### src/rtl/quoted_word_scanner_defines.svh
// Assertion macros used by the quoted_word_scanner RTL.
`ifndef QUOTED_WORD_SCANNER_DEFINES_SVH
`define QUOTED_WORD_SCANNER_DEFINES_SVH

// Check a condition at every clock edge outside reset.
`define QWS_ASSERT_NOW(label, cond, msg) \
    label: assert property (@(posedge clk) disable iff (!rst_n) (cond)) else $error(msg);

// Check that a condition holds in the cycle after a trigger.
`define QWS_ASSERT_NEXT(label, trig, cond, msg) \
    label: assert property (@(posedge clk) disable iff (!rst_n) (trig) |=> (cond)) \
        else $error(msg);

`endif

### src/rtl/qws_pkg.sv
package qws_pkg;

    // Scan phase codes
    localparam logic [1:0] PH_IDLE   = 2'd0;
    localparam logic [1:0] PH_SECOND = 2'd1;
    localparam logic [1:0] PH_SKIP   = 2'd2;
    localparam logic [1:0] PH_NAME   = 2'd3;

    // Quote mode codes
    localparam logic [1:0] QM_NONE   = 2'd0;
    localparam logic [1:0] QM_DOUBLE = 2'd1;
    localparam logic [1:0] QM_SINGLE = 2'd2;

    // Special characters
    localparam logic [7:0] CH_SQ  = 8'h27;
    localparam logic [7:0] CH_DQ  = 8'h22;
    localparam logic [7:0] CH_LT  = 8'h3C;
    localparam logic [7:0] CH_GT  = 8'h3E;
    localparam logic [7:0] CH_NUL = 8'h00;

    localparam logic [7:0] DELIM_RESET = 8'h20;

    // Output length fields
    localparam int          OUT_W   = 12;
    localparam logic [11:0] OUT_MAX = 12'hFFF;

    typedef struct packed {
        logic [1:0] quote_mode;
        logic [1:0] phase;
        logic [7:0] lead_char;
    } scan_state_t;

    typedef struct packed {
        logic       fire;        // step produces a result (kept character or word end)
        logic [7:0] char_out;
        logic       char_valid;
        logic       word_done;
    } step_result_t;

endpackage

### src/rtl/qws_step.sv
module qws_step
    import qws_pkg::*;
#(
    parameter int LEN_BITS = 12
) (
    input  logic [7:0]          byte_in,
    input  logic                start_word,
    input  logic [7:0]          delimiter,
    input  scan_state_t         state_cur,
    input  logic [LEN_BITS-1:0] kept_cur,
    input  logic [LEN_BITS-1:0] cons_cur,
    output scan_state_t         state_next,
    output logic [LEN_BITS-1:0] kept_next,
    output logic [LEN_BITS-1:0] cons_next,
    output step_result_t        result
);

    localparam logic [1:0] ACT_IGNORE = 2'd0;
    localparam logic [1:0] ACT_EMIT   = 2'd1;
    localparam logic [1:0] ACT_DROP   = 2'd2;
    localparam logic [1:0] ACT_END    = 2'd3;

    logic [1:0]          act;
    logic [1:0]          eff_phase;
    logic                is_redir;
    logic                is_skip_delim;
    logic                use_name;
    logic [LEN_BITS-1:0] kept_base;
    logic [LEN_BITS-1:0] cons_base;
    scan_state_t         base;

    assign is_redir      = byte_in inside {CH_LT, CH_GT};
    assign is_skip_delim = (byte_in != CH_NUL) && (byte_in == delimiter);

    always_comb
    begin
        // A new word clears everything before the byte is looked at.
        base       = state_cur;
        kept_base  = kept_cur;
        cons_base  = cons_cur;
        eff_phase  = state_cur.phase;
        if (start_word)
        begin
            base.quote_mode = QM_NONE;
            base.lead_char  = CH_NUL;
            kept_base       = '0;
            cons_base       = '0;
            eff_phase       = PH_NAME;
        end

        state_next = base;
        act        = ACT_IGNORE;
        use_name   = 1'b0;

        if (start_word && is_redir)
        begin
            state_next.lead_char = byte_in;
            state_next.phase     = PH_SECOND;
            act                  = ACT_EMIT;
        end
        else
        begin
            case (eff_phase)
                PH_SECOND:
                begin
                    state_next.phase = PH_SKIP;
                    if (byte_in == base.lead_char)
                        act = ACT_EMIT;
                    else if (is_redir || is_skip_delim)
                        act = ACT_DROP;
                    else
                        use_name = 1'b1;
                end
                PH_SKIP:
                begin
                    if (is_skip_delim)
                        act = ACT_DROP;
                    else
                        use_name = 1'b1;
                end
                PH_NAME:
                begin
                    use_name = 1'b1;
                end
                default:
                begin
                    state_next.phase = PH_IDLE;
                end
            endcase
        end

        if (use_name)
        begin
            state_next.phase = PH_NAME;
            if (base.quote_mode == QM_NONE)
            begin
                if (byte_in == CH_NUL || byte_in == delimiter || is_redir)
                begin
                    state_next.phase = PH_IDLE;
                    act              = ACT_END;
                end
                else if (byte_in == CH_SQ || byte_in == CH_DQ)
                begin
                    state_next.quote_mode = (byte_in == CH_SQ) ? QM_SINGLE : QM_DOUBLE;
                    act                   = ACT_DROP;
                end
                else
                    act = ACT_EMIT;
            end
            else
            begin
                if (byte_in == CH_NUL)
                begin
                    state_next.phase      = PH_IDLE;
                    state_next.quote_mode = QM_NONE;
                    act                   = ACT_END;
                end
                else if ((base.quote_mode == QM_DOUBLE && byte_in == CH_DQ) ||
                         (base.quote_mode != QM_DOUBLE && byte_in == CH_SQ))
                begin
                    state_next.quote_mode = QM_NONE;
                    act                   = ACT_DROP;
                end
                else
                    act = ACT_EMIT;
            end
        end

        // Saturating counts
        kept_next = kept_base;
        cons_next = cons_base;
        if (act == ACT_EMIT || act == ACT_DROP)
        begin
            if (cons_base != '1)
                cons_next = cons_base + LEN_BITS'(1);
        end
        if (act == ACT_EMIT)
        begin
            if (kept_base != '1)
                kept_next = kept_base + LEN_BITS'(1);
        end

        result.fire       = (act == ACT_EMIT) || (act == ACT_END);
        result.char_valid = (act == ACT_EMIT);
        result.char_out   = (act == ACT_EMIT) ? byte_in : CH_NUL;
        result.word_done  = (act == ACT_END);
    end

endmodule

### src/rtl/quoted_word_scanner.sv
// Channel  | handshake              | word
// ---------+------------------------+-------------------------------------------
// input    | in_valid / in_ready    | byte_in, start_word
// output   | out_valid / out_ready  | char_out, char_valid, word_done,
//          |                        | word_len, raw_len
// config   | cfg_we                 | cfg_data (delimiter byte)
//
// One byte is taken per cycle while in_ready is high; a kept character or the
// word end shows in the cycle after its byte is taken. One result register
// sets the rate. in_ready drops only while a result waits and out_ready is low.
// Bytes that are dropped (quote marks, skipped delimiters) give no result.
// rst_n clears the scan to idle, both counts to zero and the delimiter to
// a space.
module quoted_word_scanner
    import qws_pkg::*;
#(
    parameter int LEN_BITS = 12
) (
    input  logic        clk,
    input  logic        rst_n,
    // byte input
    input  logic        in_valid,
    output logic        in_ready,
    input  logic [7:0]  byte_in,
    input  logic        start_word,
    // delimiter register
    input  logic        cfg_we,
    input  logic [7:0]  cfg_data,
    // result output
    output logic        out_valid,
    input  logic        out_ready,
    output logic [7:0]  char_out,
    output logic        char_valid,
    output logic        word_done,
    output logic [11:0] word_len,
    output logic [11:0] raw_len
);

`include "quoted_word_scanner_defines.svh"

    localparam int EXT_W = (LEN_BITS > OUT_W) ? LEN_BITS : OUT_W;

    logic [7:0]          delim_reg;
    scan_state_t         state_reg;
    scan_state_t         state_next;
    logic [LEN_BITS-1:0] kept_reg;
    logic [LEN_BITS-1:0] kept_next;
    logic [LEN_BITS-1:0] cons_reg;
    logic [LEN_BITS-1:0] cons_next;
    step_result_t        res;
    logic                in_fire;
    logic [EXT_W-1:0]    kept_ext;
    logic [EXT_W-1:0]    cons_ext;
    logic [11:0]         word_len_next;
    logic [11:0]         raw_len_next;

    logic                out_valid_reg;
    logic [7:0]          char_reg;
    logic                char_valid_reg;
    logic                word_done_reg;
    logic [11:0]         word_len_reg;
    logic [11:0]         raw_len_reg;

    // Accept whenever the result register is free or being emptied.
    assign in_ready = !out_valid_reg || out_ready;
    assign in_fire  = in_valid && in_ready;

    qws_step #(
        .LEN_BITS (LEN_BITS)
    ) u_step (
        .byte_in    (byte_in),
        .start_word (start_word),
        .delimiter  (delim_reg),
        .state_cur  (state_reg),
        .kept_cur   (kept_reg),
        .cons_cur   (cons_reg),
        .state_next (state_next),
        .kept_next  (kept_next),
        .cons_next  (cons_next),
        .result     (res)
    );

    // On the ending byte the counts do not move, so the next values are the
    // lengths to report. Clamp them to the 12-bit output field.
    assign kept_ext      = EXT_W'(kept_next);
    assign cons_ext      = EXT_W'(cons_next);
    assign word_len_next = !res.word_done ? 12'd0 :
                           (kept_ext > EXT_W'(OUT_MAX)) ? OUT_MAX : kept_ext[OUT_W-1:0];
    assign raw_len_next  = !res.word_done ? 12'd0 :
                           (cons_ext > EXT_W'(OUT_MAX)) ? OUT_MAX : cons_ext[OUT_W-1:0];

    always_ff @(posedge clk or negedge rst_n)
    begin
        if (!rst_n)
        begin
            delim_reg            <= DELIM_RESET;
            state_reg.quote_mode <= QM_NONE;
            state_reg.phase      <= PH_IDLE;
            state_reg.lead_char  <= CH_NUL;
            kept_reg             <= '0;
            cons_reg             <= '0;
            out_valid_reg        <= 1'b0;
        end
        else
        begin
            if (cfg_we)
                delim_reg <= cfg_data;
            // Advance the scan on every accepted byte.
            if (in_fire)
            begin
                state_reg <= state_next;
                kept_reg  <= kept_next;
                cons_reg  <= cons_next;
            end
            if (in_fire && res.fire)
                out_valid_reg <= 1'b1;
            else if (out_ready)
                out_valid_reg <= 1'b0;
        end
    end

    // Result payload: load with each result, hold while stalled.
    always_ff @(posedge clk)
    begin
        if (in_fire && res.fire)
        begin
            char_reg       <= res.char_out;
            char_valid_reg <= res.char_valid;
            word_done_reg  <= res.word_done;
            word_len_reg   <= word_len_next;
            raw_len_reg    <= raw_len_next;
        end
    end

    assign out_valid  = out_valid_reg;
    assign char_out   = char_reg;
    assign char_valid = char_valid_reg;
    assign word_done  = word_done_reg;
    assign word_len   = word_len_reg;
    assign raw_len    = raw_len_reg;

    `QWS_ASSERT_NOW(a_done_has_no_char,
        !(out_valid_reg && word_done_reg) || (!char_valid_reg && char_reg == CH_NUL),
        "word end carries a character")
    `QWS_ASSERT_NOW(a_len_only_on_done,
        !(out_valid_reg && !word_done_reg) || (word_len_reg == 12'd0 && raw_len_reg == 12'd0),
        "lengths shown without word end")
    `QWS_ASSERT_NEXT(a_idle_after_done, in_fire && res.word_done,
        state_reg.phase == PH_IDLE && state_reg.quote_mode == QM_NONE,
        "scan not idle after word end")
    `QWS_ASSERT_NOW(a_kept_within_raw, kept_reg <= cons_reg,
        "kept count above consumed count")

endmodule
### config.mk
export PLATFORM = sky130hd
export DESIGN_NAME = quoted_word_scanner
export DESIGN_NICKNAME = d
export VERILOG_FILES = /design/src/rtl/qws_pkg.sv /design/src/rtl/qws_step.sv /design/src/rtl/quoted_word_scanner.sv
export VERILOG_INCLUDE_DIRS = /design/src /design/src/rtl
export SDC_FILE = /design/constraint.sdc
export NUM_CORES = 1
export LEC_CHECK = 0
export BUFFER_PORTS_ARGS = -buffer_cell sky130_fd_sc_hd__buf_4
export CORE_MARGIN = 4
export CORE_UTILIZATION = 60
export CTS_BUF_LIST = sky130_fd_sc_hd__clkbuf_8
export DETAILED_ROUTE_END_ITERATION = 8
export HOLD_SLACK_MARGIN = 0.02
export PLACE_DENSITY_LB_ADDON = 0.3
export REMOVE_ABC_BUFFERS = 1
export SLEW_MARGIN = 20
export SYNTH_ARGS = -nofsm -noshare
export SYNTH_HDL_FRONTEND = slang
export SYNTH_SLANG_ARGS = --single-unit
### constraint.sdc
create_clock -name clk -period 4.6 [get_ports clk]
set_clock_uncertainty 0.05 [all_clocks]
set_input_delay 0.92 -clock clk [delete_from_list [all_inputs] [get_ports clk]]
set_output_delay 0.92 -clock clk [all_outputs]
set_load 0.02 [all_outputs]
# == After elaboration in Yosys (flattened, before gate mapping) ==
# Cells that the tools add are included.
# word_totals
regBits,79
inputBits,22
output_inout_bits,36
word_cells,96
# classes
add_sub_neg,2
magnitude_cmp,2
n_eq_ne,17
muxes,41
reduce_logical,22
# op_table
operator,count
12-bit two-way mux,8
2-bit two-way mux,20
8-bit by 6-bit == test with 1-bit output (second input constant),4
12-bit by 1-bit adder with 12-bit output (second input constant),2
12-bit > comparator (second input constant),2
12-bit != test (second input constant),2
8-bit == test,2
8-bit two-way mux,2
2-bit == test (second input constant),4
8-bit zero test,1
1-bit logical OR,8
4-bit two-way mux,2
2-bit case mux with 2 select lines,2
8-bit nonzero test,1
2-bit by 1-bit == test with 1-bit output (second input constant),3
1-bit logical AND,6
1-bit two-way mux,6
2-bit nonzero test,2
3-bit by 1-bit != test with 1-bit output (second input constant),1
1-bit case mux with 3 select lines,1
2-bit zero test,1
2-bit by 1-bit != test with 1-bit output (second input constant),1
2-bit AND reduction,1
2-bit OR reduction,1
1-bit zero test,1

# == Depth between registers and ports, before layout ==
# Gate-level depths: netlist of the first run.
# logic_depth
depth_word,13
depth_mapped,18
mapped_depth_nobuf,15

# == Hierarchy ==
# Synthesis of the first run repeated with hierarchy kept, for this count alone.
# unflattened
cells_unflattened,403
area_unflattened_um2,4561.9
# modules_own_cells
module,n_inst,cells_each,area_per_inst_um2,seq_area_each_um2
quoted_word_scanner,1,158,2991.6,2148.3
qws_step,1,245,1570.3,0.0

# == Worst setup path after synthesis of the first run ==
# OpenSTA, ideal clock, no wires.
# synth_path
path_type,input-to-reg
start,input start_word
end,"register raw_len_reg[4] (netlist: raw_len[4]), data pin"
setup_ns,0.257
t_arrival_ns,3.999
t_required_ns,4.293
setup_slack_ns,0.295
path_stages,17
path_buffers,4
path_cell_list,buf_6 -> buf_2 -> clkbuf_1 -> or2_2 -> inv_1 -> ha_1 -> o2111ai_1 -> a211o_1 -> buf_6 -> mux2_2 -> ha_1 -> inv_1 -> a31oi_2 -> nand2_1 -> nor2_1 -> xnor2_1 -> nor2_1
# synth_between
elab_chain_cells,13
elab_cells_between_ends,35
classes_between,add/sub: 1; order compare: 1; eq/ne: 10; mux: 17; reduce/logical: 6
# synth_rtl
item,line,source
start: declaration,quoted_word_scanner.sv:25,"input logic start_word,"
"parallel branches: the longest is 13 deep, another holds 12-bit > comparator",-,
end signal: assignment,quoted_word_scanner.sv:131,raw_len_reg <= raw_len_next;
end: declaration,quoted_word_scanner.sv:62,logic [11:0] raw_len_reg;
# Parallel ways; which one is timed is not known.
# A chain may end at the register's enable or synchronous reset.

# == Final worst setup path of the first run ==
# layout_path
start,input start_word
end,"register word_len_reg[8] (netlist: word_len[8]), data pin"
# layout_between
elab_chain_cells,12
elab_cells_between_ends,33
classes_between,add/sub: 1; order compare: 1; eq/ne: 9; mux: 17; reduce/logical: 5
# layout_rtl
item,line,source
"parallel branches: the longest is 12 deep, another holds 12-bit > comparator",-,
end signal: assignment,quoted_word_scanner.sv:130,word_len_reg <= word_len_next;
end: declaration,quoted_word_scanner.sv:61,logic [11:0] word_len_reg;
# Parallel ways; which one is timed is not known.

==> run metrics, run 1 <==
outcome finished, final reports clean; Finished Core Util 72.7%; Tot GR Track Use 24.3%; initial antenna violation count 0; share of cells above drive strength 1 19.5%; slowest cell on the critical path or4_1; fill count 547; CP Class primary input to flip-flop; largest net degree at the start of global routing 46; Crit. path cell count 13; CTS root buf clkbuf_8; vias in the first global route 3732; WP data required 4.66 ns; setup bufs post-CTS 0; post_cts resized 0; top cells by count, synth 44 x dfrtp_1, 43 x nand2_1, 40 x nor2_1, 34 x edfxtp_1, 30 x a21oi_1; antenna-violating nets left 0; DP Worst Slack 0.183 ns; CTS tree done; final instance area 5300 um^2; Yosys cell types 57; final setup fails 0; TritonRoute pass-1 iters 5; CP bufs+invs 1; Synth top area share 24.4%; die width 94.8 um; Synth area leaders dfrtp_1 24%, edfxtp_1 23%, nand2_1 3.6%, a21oi_1 3.3%, nor2_1 3.3%; CP arrival 4.13 ns; row count 31; Hold Path Class flip-flop to flip-flop; Crit. End Element flip-flop; Max Cap Violations 0; fin. max-slew vios 0; Max FO, Critical Path 17; most common cell in the synthesized netlist dfrtp_1; worst hold slack 0.454 ns; RD Place Congestion 0.862; CP Launch Type primary input; Seq/Total Area, Yosys 47.5%; number of I/O pins 58; Setup TNS 0 ns; Final min period 4.08 ns; depth of the most critical reg-to-reg path 12; clk slew on worst S/H paths 0.09 ns; total grt overflow 0; min setup slack post-route 0.521 ns; total wire length 10200 um; Tot Pwr 2.38 mW; RSZ-0062 raised after global routing no; n_diodes 0; final cell count without fillers 622; global-route wire length before repair 17200 um; worst-skew pair later-pin latency 0.35 ns; PortBufs 57; Die Area 8980 um^2; async set-reset flop share out of synthesis 57.0%; HPWL Detailed 6890 um; headroom to the max-slew limit 59.1%; Leak 2.16 nW; via count 3781; Vias/cell 6.08; Synth-to-Final Area Change 17.3%; CTS Hold Bufs 0; Syn Std Cell Area 4520 um^2; peak supply drop 0.000309 V; number of buffers created by CTS 9; clock buffer depth 2; prevailing post-synth register cell dfrtp_1; H-Tree Depth 3; Nets 549; Post-DP Area 5030 um^2; drt drc 0; CP peak stage delay 0.53 ns; Yosys warnings 0; PD cells 449 nW/um^2; Worst Tran Pin Value 0.614 ns; post-synth top area cell dfrtp_1; FF+latch count, synth 79; Iter 0 DRT Violations 280; Core Footprint 7290 um^2; number of synthesized flops with an enable pin 34; Clock Sinks 79; syn avg cell area 9.70 um^2; Register Area 2150 um^2; final worst path period share 88.7%; Starting Density 62.0%; Gate Count Post-Synth 466; post-DR wirelength/cell 16.4 um; hold depth 1; fmax 0.245 GHz; CP cell instances buf_4, or4_1, a32o_1, o2111ai_1, a211o_1, mux2i_1, ha_1, nand3_1, nor2_1, nand3_1, mux2i_1, nor2_1, and2_1; count of final hold-check violations 0; Cells after DPL 606; Worst path top cell family by delay simple AND/OR/NAND/NOR gates; die height 94.8 um; multi-input logic area 2200 um^2
## final cells by class
class	instances	share of cell area, %
inverter	11	0.779
multi-input combinational	348	41.5
tap	99	2.34
timing repair buffer	69	9.78
sequential	79	40.5
clock buffer	9	2.34
clock inverter	7	2.72
## power breakdown
group          internal [mW]  switching (mW)
combinational          0.293           0.425
sequential             0.884          0.0875
clock                  0.419           0.271
## cells in the final DEF (no fill, tap or decap), types with 4 or more instances in the layout
cell       Yosys  final
a21o_1         5      5
a21oi_1       30     30
a22o_1         4      4
a32o_1         4      4
and2_1        23     23
buf_4          0     69
bufinv_16      0      4
clkbuf_8       0      9
dfrtp_1       44     44
edfxtp_1      34     34
ha_1           9      9
inv_1         11     11
mux2_2         9      9
mux2i_1        9      9
nand2_1       43     43
nand3_1       15     15
nand3b_1       5      5
nand4_1        9      9
nor2_1        40     40
nor2b_1       14     14
nor3_1        14     14
nor4_1         5      5
o21ai_0       29     29
o22ai_1        5      5
or4_1          4      4
xnor2_1       11     11
xor2_1        17     17
## cells by family (layout without fill, tap and decap cells)
logic type                 Yosys count  after routing  synth area share, %
and+or+nand+nor                    195            195                 22.8
AOI/OAI and AO/OA                   98             98                 13.7
DFF                                 79             79                 47.5
buffers and inverters               39             96                 3.77
xor gates and xnor gates            28             28                 5.43
muxes                               18             18                 4.24
adders and majority gates            9              9                 2.49
## final timing paths
check | from | endpoint | slack [ns]
max | start_word | word_len[8] | 0.52
max reg2reg | state_reg[4] | word_len[8] | 0.84
min | kept_reg[1] | kept_reg[1] | 0.45
max in group asynchronous | rst_n | cons_reg[5] | 3.56
min reg2reg | kept_reg[1] | kept_reg[1] | 0.45
min in group asynchronous | rst_n | kept_reg[2] | 0.54
## metal layers
layer | share of wire (%) | global-route usage, % | up-vias
li1 | - | - | 1773
met1 | 42 | 31.0 | 1793
met2 | 49 | 40.7 | 176
met3 | 6.5 | 3.59 | 39
met4 | 3.2 | 11.4 | 0
met5 | 0 | 0 | -
Note: power is estimated with default switching activity, not from simulation.
==> run 2: changes to the inputs <==
--- a/config.mk
+++ b/config.mk
@@ -6,15 +6,16 @@
 export SDC_FILE = /design/constraint.sdc
 export NUM_CORES = 1
 export LEC_CHECK = 0
-export BUFFER_PORTS_ARGS = -buffer_cell sky130_fd_sc_hd__buf_4
 export CORE_MARGIN = 4
-export CORE_UTILIZATION = 60
+export CORE_UTILIZATION = 66
 export CTS_BUF_LIST = sky130_fd_sc_hd__clkbuf_8
 export DETAILED_ROUTE_END_ITERATION = 8
+export DONT_BUFFER_PORTS = 1
 export HOLD_SLACK_MARGIN = 0.02
 export PLACE_DENSITY_LB_ADDON = 0.3
 export REMOVE_ABC_BUFFERS = 1
 export SLEW_MARGIN = 20
 export SYNTH_ARGS = -nofsm -noshare
 export SYNTH_HDL_FRONTEND = slang
+export SYNTH_HIERARCHICAL = 1
 export SYNTH_SLANG_ARGS = --single-unit
==> run 2 against run 1 <==
Effect of this change:
- critical path depth is the same
- utilization decreased by 1.9 points
- non-clock buffer count is 67 lower
- combinational power decreased by 73%
- area after synthesis up 0.97%
- die area down 7.5%
- sequential power shrank 11%
- critical endpoint is now word_len[5]
- largest cell class unchanged
==> run metrics, run 2 <==
fraction of the mapped netlist area in simple logic gates 21.5% (-1.3 points); Core Footprint 6760 um^2 (-7.3%); syn avg cell area 11.3 um^2 (+17%); drt drc 0 (unchanged); CTS tree done; Clk network pwr share 33.1% (+4.1 points); via count 2886 (-24%); Leak 1.98 nW (-8.5%); TritonRoute pass-1 iters 4 (-1); number of I/O pins 58 (unchanged); Register Area 2150 um^2 (unchanged); number of synthesized flops with an enable pin 34 (unchanged); post_cts resized 0 (unchanged); global-route wire length before repair 14100 um (-18%); Met1 Wirelength 3720 um (-13%); CP arrival 4.02 ns (-0.11 ns); headroom to the max-slew limit 50.2% (-8.9 points); Die Area 8310 um^2 (-7.5%); PortBufs 0 (-100%); setup bufs post-CTS 0 (unchanged); fill count 493 (-9.9%); total grt overflow 0 (unchanged); Synth top area share 24.1% (-0.23 points); H-Tree Depth 3 (unchanged); vias in the first global route 2928 (-22%); RD Place Congestion 0.829 (-3.8%); CP Class primary input to flip-flop; Finished Core Util 70.7% (-1.9 points); Setup TNS 0 ns (unchanged); FF+latch count, synth 79 (unchanged); Iter 0 DRT Violations 135 (-52%); Crit. End Element flip-flop; mux contribution to synthesized area 14.5% (+10 points); xor/xnor share of the synthesized area 5.57% (+0.14 points); fmax 0.260 GHz (+6.1%); total wire length 8330 um (-19%); prevailing post-synth register cell dfrtp_1; async set-reset flop share out of synthesis 57.0% (unchanged); antenna-violating nets left 0 (unchanged); combinational fraction of design power 12.4% (-18 points); row count 30 (-3.2%); Max FO, Critical Path 54 (+37); clk slew on worst S/H paths 0.08 ns (about the same); Clock Sinks 79 (unchanged); Worst Tran Pin Value 0.748 ns (+0.134 ns); final worst path period share 83.6% (-5.1 points); Vias/cell 5.98 (-1.7%); PD cells 332 nW/um^2 (-26%); Synth area leaders dfrtp_1 24%, edfxtp_1 22%, mux2_4 9.9%, and2_1 4.5%, mux2_2 3.9%; n_diodes 0 (unchanged); clock buffer depth 2 (unchanged); commonest non-fill, non-tap cell in the layout dfrtp_1; most common cell in the synthesized netlist dfrtp_1; compound-cell area share of the yosys netlist 5.90% (-7.8 points); CTS root buf clkbuf_8; initial antenna violation count 0 (unchanged); Post-Synth Adder-Cell Area 2.47% (-0.024 points); Hold Path Class primary input to asynchronous set/reset pin; largest net degree at the start of global routing 55 (+20%); final setup fails 0 (unchanged); worst-skew pair later-pin latency 0.36 ns (about the same); die height 91.1 um (-3.8%); fin. max-slew vios 0 (unchanged); largest family of logic cells by synthesized area simple AND/OR/NAND/NOR gates; peak supply drop 0.000193 V (-38%); DP Worst Slack 0.408 ns (+0.225 ns); metal3 WL 413 um (-38%); P_sw 0.422 mW (-46%); most frequent cells in the layout 44 x dfrtp_1, 34 x edfxtp_1, 33 x and2_1; RSZ-0062 raised after global routing no; Sequential Power Share 54.5% (+14 points); post-DR wirelength/cell 17.3 um (+4.9%); post-synth top area cell dfrtp_1; Tot GR Track Use 21.2% (-3.1 points); Int Power 1.16 mW (-27%); multi-input logic area 2280 um^2 (+3.7%); outcome finished, final reports clean; WP data required 4.78 ns (+0.12 ns); die width 91.1 um (-3.8%); Top Metal Used met4; Nets 429 (-22%); HPWL Detailed 5540 um (-20%); Synth-to-Final Area Change 4.74%; count of final hold-check violations 0 (unchanged); Yosys cell types 50 (-12%); Starting Density 67.5% (+5.6 points); Yosys warnings 6 (+6); Syn Std Cell Area 4560 um^2 (+0.97%); Gate Count Post-Synth 403 (-14%); share of cells above drive strength 1 18.6% (-0.89 points); Seq/Total Area, Yosys 47.1% (-0.46 points); CTS Hold Bufs 0 (unchanged); min setup slack post-route 0.755 ns (+0.233 ns); sw frac 26.6% (-6.3 points); Final min period 3.85 ns (-0.233 ns); CP Launch Type primary input; top cells by count, synth 44 x dfrtp_1, 34 x edfxtp_1, 33 x and2_1, 31 x nor2_1, 30 x mux2_4; Tot Pwr 1.59 mW (-33%); routed length on met2 4090 um (-18%); number of buffers created by CTS 9 (unchanged); Max Cap Violations 0 (unchanged)
[run 2: cell types whose count changed after synthesis, sizes merged, moves of 10 or more]
cell and change:
mux2 +37, a21oi -26, nand2 -21, o21ai -13, clkbuf -12, nor3 -10
[run 2: kinds of logic after synthesis]
group	Yosys count
AO/OA/AOI/OAI	37
adder cells (fa/ha/maj)	9
flip-flops	79
buffers and inverters	27
AND/OR/NAND/NOR	173
XOR/XNOR	29
multiplexers	49
[run 2: path summary, 6_finish.rpt]
| check | start | slack [ns] | endpoint | depth (start not counted) |
|---|---|---|---|---|
| max | start_word | 0.75 | word_len[5] | 13 |
| min | rst_n | 0.19 | state_reg[9] | 0 |
| max reg2reg | delim_reg[2] | 0.97 | word_len[5] | 13 |
| min reg2reg | delim_reg[3] | 0.48 | delim_reg[3] | 1 |
| max in group asynchronous | rst_n | 4.13 | delim_reg[5] | 0 |
| min in group clk | delim_reg[3] | 0.48 | delim_reg[3] | 1 |
[run 2: final cells by class]
cell class,count,share of cell area (%)
clock buffers,10,2.88
clock inverters,6,1.31
inverters,9,0.707
multi-input cells,297,47.7
flip-flops and latches,79,45.0
well taps,80,2.09
repair buffers,2,0.314
[run 2: worst max-delay path: stages]
cell	delay (ns)
nand2b_1	0.15
or4b_1	0.50
a32oi_2	0.24
a211oi_2	0.14
o21bai_4	0.27
o21ai_1	0.14
nand3_1	0.13
ha_1	0.36
o21a_1	0.34
nand3_1	0.18
or3_1	0.33
a21oi_1	0.18
and2_1	0.14
[run 2: per-stage QoR]
stage               hold slack (ns)  area (um^2)  cells
floorplan                     0.433         4460    385
global placement              0.452         4580    467
detailed placement            0.468         4580    467
CTS                           0.180         4780    483
global route                  0.165         4780    483
finish                        0.195         4780    483
[run 2: metal layers]
layer	track usage (%)	vias up
met4	8.04	0
met3	5.39	8
met5	0	-
li1	-	1413
met2	34.8	76
met1	27.0	1389
[run 2: power groups by stage]
stage	logic, mW	clock network (mW)	registers (mW)
2_1_floorplan	0.165	0	0.866
5_1_grt	0.220	0.570	0.871
6_report	0.197	0.525	0.863
3_3_place_gp	0.190	0	0.878
3_5_place_dp	0.198	0	0.879
4_1_cts	0.199	0.535	0.864
==> run 3: changes to the inputs <==
--- a/config.mk
+++ b/config.mk
@@ -7,7 +7,7 @@
 export NUM_CORES = 1
 export LEC_CHECK = 0
 export CORE_MARGIN = 4
-export CORE_UTILIZATION = 66
+export CORE_UTILIZATION = 60
 export CTS_BUF_LIST = sky130_fd_sc_hd__clkbuf_8
 export DETAILED_ROUTE_END_ITERATION = 8
 export DONT_BUFFER_PORTS = 1
==> constraint.sdc (replaced) <==
create_clock -name clk -period 3.1 [get_ports clk]
set_clock_uncertainty 0.05 [all_clocks]
set_input_delay 0.62 -clock clk [delete_from_list [all_inputs] [get_ports clk]]
set_output_delay 0.62 -clock clk [all_outputs]
set_load 0.02 [all_outputs]
==> run 3 against run 2 <==
Effect of this change:
- the flow now finishes with violations (negative setup slack)
- wire length increased by 27%
- sequential share of layout area decreased by 6.1 points
- clock power increased by 80%
- power increased by 68%
- final area increased by 16%
- non-clock buffer count increased by 41
- flip-flop and latch count unchanged
- count of clock-buffer cells in the layout decreased by 1
- highest routed layer unchanged
==> run metrics, run 3 (synthesized netlist as in run 2, its figures left out) <==
Vias/cell 6.01 (+0.54%); commonest non-fill, non-tap cell in the layout dfrtp_1; CTS root buf clkbuf_8; failing checks negative setup slack; RD Place Congestion 0.914 (+10%); Worst path top cell family by delay simple AND/OR/NAND/NOR gates; Crit. path cell count 16 (+3); number of buffers created by CTS 9 (unchanged); CP Launch Type flip-flop; Crit. End Element flip-flop; drt drc 0 (unchanged); slowest cell on the critical path or4b_4; die width 95.2 um (+4.4%); final cell count without fillers 543 (+12%); antenna-violating nets left 0 (unchanged); worst-skew pair later-pin latency 0.37 ns (about the same); final worst path period share 109%; Die Area 9060 um^2 (+9.1%); Core Footprint 7330 um^2 (+8.5%); Tot GR Track Use 22.8% (+1.6 points); Register Area 2150 um^2 (unchanged); Clock Sinks 79 (unchanged); post-DR wirelength/cell 19.5 um (+13%); total wire length 10600 um (+27%); Max Cap Violations 0 (unchanged); H-Tree Depth 3 (unchanged); fin. max-slew vios 0 (unchanged); Max FO, Critical Path 6 (-89%); via count 3262 (+13%); clk slew on worst S/H paths 0.10 ns (+0.02 ns); initial antenna violation count 0 (unchanged); PortBufs 0 (unchanged); Finished Core Util 75.3% (+4.6 points); clock buffer depth 2 (unchanged); peak supply drop 0.000275 V (+43%); final setup fails 45 (+45); Hold Path Class primary input to asynchronous set/reset pin; Starting Density 62.2% (-5.3 points); Critical Path End kept_reg[8]; RSZ-0062 raised after global routing yes; CP Class flip-flop to flip-flop; RR Startpoint state_reg[1]; outcome finished, violations left; Synth-to-Final Area Change 21.1%; number of I/O pins 58 (unchanged); depth of the most critical reg-to-reg path 16 (+3); multi-input logic area 2580 um^2 (+13%); fill count 441 (-11%); R2R Path End kept_reg[8]; count of final hold-check violations 0 (unchanged); Final min period 3.39 ns; DP Worst Slack -0.451 ns (-0.858 ns); Worst Tran Pin Value 0.704 ns (-0.0432 ns); global-route wire length before repair 15900 um (+13%); Nets 470 (+9.6%); CP bufs+invs 3 (+3); Leak 2.31 nW (+17%); headroom to the max-slew limit 53.0% (+2.9 points); row count 31 (+3.3%); Cells after DPL 516 (+10%); largest net degree at the start of global routing 55 (unchanged); Iter 0 DRT Violations 138 (+2.2%); HPWL Detailed 6140 um (+11%); CP peak stage delay 0.50 ns (about the same); PD cells 483 nW/um^2 (+45%); R2R setup slack -0.29 ns (-1.26 ns); CTS tree done; WP data required 3.29 ns (-1.49 ns); fmax 0.295 GHz; min setup slack post-route -0.287 ns (-1.04 ns); TritonRoute pass-1 iters 4 (unchanged); vias in the first global route 3255 (+11%); Critical Path Start state_reg[1]; die height 95.2 um (+4.4%); most frequent cells in the layout 44 x dfrtp_1, 34 x edfxtp_1, 34 x buf_4; total grt overflow 0 (unchanged); CP arrival 3.58 ns (-0.44 ns); share of cells above drive strength 1 34.7% (+16 points); crit-path most repeated cell buf_6; n_diodes 0 (unchanged); Tot Pwr 2.66 mW (+68%); CP cell instances nand2b_1, or4b_4, a32oi_4, nand2_2, buf_6, buf_6, nor3b_2, nand2_1, nand3_4, ha_4, o21a_4, buf_6, nand4_1, xor2_1, nor2_1, mux2_4
==> run 3: cell count changes in the layout (fill, tap and decap cells not counted), moves of 3 or more <==
cell	before	now
buf_4	2	34
buf_6	0	6
nand2_1	22	17
nand2_4	1	5
nand3_1	11	7
nor3_1	4	1
xnor2_1	13	10
==> run 3: repair_timing <==
item / 4_1_cts / 5_1_grt
gates resized for setup: 9 / 54
buffers inserted: 3 / 7
endpoints found under the hold margin: 44 / 0
hold buffers: 1 / 0
setup endpoints to repair: 44 / 47
pin swaps: 10 / 22
==> run 3: metrics by stage <==
| stage | TNS [ns] | hold WS (ns) | area (um^2) |
|---|---|---|---|
| floorplan | -44.06 | 0.274 | 4460 |
| global placement | -10.44 | 0.276 | 4860 |
| detailed placement | -14.52 | 0.276 | 4860 |
| CTS | -2.19 | 0.0350 | 5200 |
| global route | -12.44 | 0.0331 | 5520 |
| finish | -6.44 | 0.0226 | 5520 |
==> run 3: worst min-delay path by stage <==
| stage | start | endpoint | cells after the start |
|---|---|---|---|
| global route | rst_n | delim_reg[5] | 0 |
| floorplan | rst_n | cons_reg[0] | 0 |
| CTS | rst_n | delim_reg[5] | 0 |
| finish | rst_n | kept_reg[4] | 1 |
| detailed placement | rst_n | kept_reg[3] | 0 |
| global placement | rst_n | kept_reg[3] | 0 |
==> run 3: power by group <==
part / total [mW] / leakage, nW / switching, mW / internal (mW)
Combinational: 0.426 / 1.28 / 0.200 / 0.226
Clock: 0.943 / 0.117 / 0.407 / 0.536
Sequential: 1.30 / 0.917 / 0.115 / 1.18
Total: 2.66 / 2.31 / 0.722 / 1.94
==> run 3: layer usage <==
layer,share of wire (%),vias to the layer above,global-route usage [%]
met2,50,129,37.3
li1,-,1494,-
met1,41,1606,28.5
met5,0,-,0
met4,2.9,0,10.7
met3,5.5,33,5.37
==> run 3: layout make-up <==
type                            instances  share of cell area, %
Multi-Input combinational cell        297                   46.8
Sequential cell                        79                   38.9
Timing Repair Buffer                   43                   7.07
Clock buffer                            9                   2.24
Tap cell                               99                   2.24
Clock inverter                          7                   2.15
Inverter                                9                  0.612
